## config.mk

```make
export PLATFORM = sky130hd
export DESIGN_NAME = fpa_div_cell
export DESIGN_NICKNAME = d
export VERILOG_FILES = /design/src/hw/rtl/fpa_pkg.sv /design/src/hw/rtl/fpa_div_cell.sv
export SDC_FILE = /design/constraint.sdc
export NUM_CORES = 1
export LEC_CHECK = 0
export BUFFER_PORTS_ARGS = -buffer_cell sky130_fd_sc_hd__buf_4
export CORE_MARGIN = 2
export CORE_UTILIZATION = 44
export DETAILED_ROUTE_END_ITERATION = 8
export GPL_TIMING_DRIVEN = 0
export PLACE_DENSITY = 0.81
export SYNTH_ARGS = -nofsm -noshare
export SYNTH_HDL_FRONTEND = slang
export SYNTH_SLANG_ARGS = --single-unit
export TNS_END_PERCENT = 10
```

## constraint.sdc

```tcl
create_clock -name clk -period 5.1 [get_ports clk]
set_clock_uncertainty 0.2 [all_clocks]
set_input_delay 1.02 -clock clk [delete_from_list [all_inputs] [get_ports clk]]
set_output_delay 1.02 -clock clk [all_outputs]
set_load 0.02 [all_outputs]
```

## src/hw/rtl/fpa_pkg.sv

```systemverilog
// Package for the fixed-point ALU: command codes, widths and the stage record.
// No dependencies.
package fpa_pkg;

    localparam int WORD_W        = 32;
    localparam int PROD_W        = 2 * WORD_W;
    localparam int FRAC_BITS_DEF = 8;

    typedef enum logic [3:0] {
        CMD_ADD      = 4'd0,
        CMD_SUB      = 4'd1,
        CMD_MUL      = 4'd2,
        CMD_DIV      = 4'd3,
        CMD_MIN      = 4'd4,
        CMD_MAX      = 4'd5,
        CMD_INC      = 4'd6,
        CMD_DEC      = 4'd7,
        CMD_TO_INT   = 4'd8,
        CMD_FROM_INT = 4'd9
    } cmd_t;

    // Record carried down the divider chain next to the quotient word.
    typedef struct packed {
        logic [WORD_W-1:0] res;
        logic [WORD_W-1:0] divisor;
        logic [WORD_W-1:0] rem;
        logic              is_div;
        logic              neg;
        logic              dz;
        logic              lt;
        logic              eq;
    } stage_t;

endpackage

```

## src/hw/rtl/fpa_div_cell.sv

```systemverilog
// One restoring-divide cell: resolves one quotient bit per pass.
// Depends on fpa_pkg.
module fpa_div_cell #(
    parameter int DW = fpa_pkg::WORD_W + fpa_pkg::FRAC_BITS_DEF
) (
    input  logic            clk,
    input  logic            en,
    input  fpa_pkg::stage_t st_in,
    input  logic [DW-1:0]   q_in,
    output fpa_pkg::stage_t st_reg,
    output logic [DW-1:0]   q_reg
);

    localparam int W = fpa_pkg::WORD_W;

    fpa_pkg::stage_t st_next;
    logic [W:0]      rem_sh;
    logic [W+1:0]    diff;
    logic            ge;

    always_comb
    begin
        rem_sh = {st_in.rem, q_in[DW-1]};
        diff   = {1'b0, rem_sh} - {2'b00, st_in.divisor};
        ge     = !diff[W+1];
        st_next     = st_in;
        st_next.rem = ge ? diff[W-1:0] : rem_sh[W-1:0];
    end

    always_ff @(posedge clk)
    begin
        if (en)
        begin
            st_reg <= st_next;
            q_reg  <= {q_in[DW-2:0], ge};
        end
    end

endmodule

```

## Word-level counts from Yosys, hierarchy flattened

Index checks and enable logic that the tools add are counted.

- Word-level logic and storage cells: 12
- Input port bits: 143
- Bits in registers: 141
- Output and inout bits: 141

- $add $sub $neg: 1
- Reductions and logical operators: 1
- Multiplexer cells: 1

Operators with widths:

| kind | number |
|---|---|
| $sub 33x32->34 | 1 |
| $mux 32 | 1 |
| $logic_not 1->1 | 1 |

## Logic depth before layout (Yosys ltp)

- Word-level depth: 2
- Mapped depth: 12
- Mapped depth without buffers: 12

## Least setup slack after synthesis

No wires, ideal clock.

- Kind: input port to flip-flop
- Start: input q_in[39]
- End: register st_reg[33] in the netlist's numbering (data pin)
- Buffers on the path: 0
- Required time: 4640 ps
- Slack: 1226 ps
- Arrival time: 3413 ps
- Library setup time: 260 ps
- Cell stages on the path: 12
- Cells stage by stage: inv_1 -> ha_1 -> inv_1 -> fa_1 -> a211oi_1 -> o211a_1 -> o31ai_1 -> o41a_1 -> a41oi_1 -> o21ai_0 -> a21boi_0 -> mux2_4

RTL lines:

| element | RTL line | text |
|---|---|---|
| start: declaration | fpa_div_cell.sv:9 | `input logic [DW-1:0] q_in,` |
| end signal: assignment | fpa_div_cell.sv:34 | `st_reg <= st_next;` |
| end: declaration | fpa_div_cell.sv:10 | `output fpa_pkg::stage_t st_reg,` |

==> reports/results.ini <==
[synth]
synth_top_family_by_area=compound AO/OA/AOI/OAI gates
synth-seq-cells=141
synth_nets=638
synth-simple-area-share_pct=6.01
synth-edff-count=141
ys_types=53
syn_area_per_cell_um2=14.4
ys_warn_count=0
netlist_instances=462
synth_compound_area_share_pct=10.3
synth_mux_area_share_pct=6.90
ys_async_sr_fraction_pct=0
syn-cell-area_mm2=0.00664
ys_seq_area_share_pct=63.8
yosys.area_share.adder_pct=6.33
synth_xor_area_share_pct=3.17
synth_flop_cell=edfxtp_1

[place]
gp_congestion=0.887
dp.cells=930
dp_hpwl_mm=13.9
place.port_buffers=283
place_ws_ns=0.587

[final_layout]
n_antenna_cell=0
area_growth_pct=45.1
drive_gt1_share_pct=45.9
largest_reg_flops=101
final_nets=941
finalNonFillerCells=961

[detailed_routing]
drt_iter0_markers=397
viasPerCell=5.27
ant_nets=0
drc_errors=0
routed_wl_mm=18.3
first_pass_iters=5
wire_per_inst_um=19.0
num_vias=5066

[clock_network]
ctsRootBufferMaster=clkbuf_16
tritoncts=built
cts_buffer_depth=2
cts_buffers=17
postCtsSetupBuffers=0
cts_resized=0
cts.sinks=141
cts_hold_buffers=0
path_clk_slew_ns=0.06
cts_max_level=4

[global_route]
grt_max_degree=77
gr-usage-met3_pct=6.41
antenna_found_initial=0
grt-ovfl-total=0
first_global_vias=5038
grt_util_met1_pct=24.8
use_met2_pct=39.8
track_usage_pct=22.1
grt_most_used_layer=met2
grt_pass1_wl_mm=27.3

[die]
die_w_um=127
die_h_um=127
io_pins=284
rows=44
fp.coreArea_mm2=0.0146
start_util_pct=45.4
die-area_mm2=0.0161

[worst_setup_path]
worstPathCellList=buf_4, inv_1, ha_1, inv_1, fa_1, a211oi_1, o211a_1, o31ai_1, o41a_1, a41oi_1, o21ai_0, a21boi_0, mux2_4
crit_slowest_cell=a41oi_1
crit_buf_inv=3
critical-path-top-delay-family=compound AO/OA/AOI/OAI gates
path_class=primary input to register
cp.arrival_ns=4.17
end_kind=register
crit_path_start_kind=primary input
crit_top_cell=inv_1
max_stage_delay_ns=0.49
critPathMaxFanout=4
cp.required_ns=5.07

[sta]
finalSetupTns_ns=0
setup_violations=0
hold_viol=0
report.final.slew_viol_count=0
max_slew_margin_pct=57.2
fmax_mhz=238
finalCriticalPeriod_ns=4.20
tightest_slew_ns=0.642
setup_slack_ns=0.896
rsz0062_at_grt=no
post-route-period-util_pct=82.4

[status]
status=completed

[hold_path]
hp-class=primary input to register

[power]
ir_drop_mv=0.215
p_per_area_mw_per_mm2=367
totalPowerFinal_mw=3.54
p_leak_nw=4.29

[job]
maxCapViolCount=0

-- layer usage --
metal | routed length (µm) | vias to the layer above
li1 | - | 2370
met1 | 6870 | 2428
met2 | 9560 | 229
met3 | 1360 | 39
met4 | 467 | 0
met5 | 0 | -
-- synthesized netlist by cell type, types with 2 or more instances --
cell	n	area share [%]
a211oi_1	5	0.57
a21boi_0	2	0.23
a21o_1	7	0.79
a21oi_1	32	2.4
a31oi_1	3	0.28
a41oi_1	2	0.26
and3_1	6	0.57
and4_1	2	0.26
buf_6	6	1.0
edfxtp_1	141	64
ha_1	32	6.0
inv_1	41	2.3
mux2_2	2	0.34
mux2_4	25	5.7
mux2i_1	6	0.90
nand2_1	23	1.3
nand2b_1	4	0.38
nand3_1	5	0.38
nand4_1	6	0.57
nor2_1	16	0.90
nor2b_1	3	0.28
nor3_1	6	0.45
o211ai_1	4	0.45
o21a_1	6	0.68
o21ai_0	17	1.3
o21bai_1	3	0.34
o31ai_1	5	0.57
or2_2	3	0.28
or3_1	3	0.28
xnor2_1	17	2.2
xor2_1	7	0.92
-- cell usage in the layout (no fill, tap or decap), types with 7 or more instances in the layout --
cell type    n
a21oi_1     32
xor2_1       7
buf_4      283
nand2_1     23
xnor2_1     17
o21ai_0     17
mux2_4      25
a21o_1       7
nor2_1      16
edfxtp_1   141
buf_6        7
clkbuf_16   17
inv_1       41
ha_1        32
-- cell type report --
class	count	area [µm²]
Clock inverter	14	184
Multi-Input combinational cell	272	2170
Inverter	41	154
Buffer	8	80.1
Fill cell	1064	5010
Tap cell	184	230
Sequential cell	141	4230
Clock buffer	17	425
Timing Repair Buffer	284	2160
-- worst paths after layout --
path / endpoint / from / depth (start not counted)
max: st_reg[33] / q_in[39] / 13
min: st_reg[71] / st_in[71] / 1
-- power breakdown --
group	internal (mW)	leakage (nW)	switching, mW
sequential	1.41	1.38	0.0337
clock	0.778	0.297	0.501
combinational	0.385	2.61	0.425
total	2.58	4.29	0.960
-- through the flow --
step	util [%]	hold slack (ns)	instance area, µm²
floorplan	-	0.919	6640
finish	65.8	0.571	9640
global placement	61.4	0.999	9000
CTS	65.8	0.557	9640
detailed placement	61.6	0.999	9030
global route	65.8	0.555	9640
-- cells by family after synthesis --
kind of cell,count (synthesis)
XOR/XNOR,24
adder cells (fa/ha/maj),33
flip-flops,141
AND/OR/NAND/NOR,80
multiplexers,33
buffers and inverters,49
AO/OA/AOI/OAI,102
(Power assumes the default switching activity.)
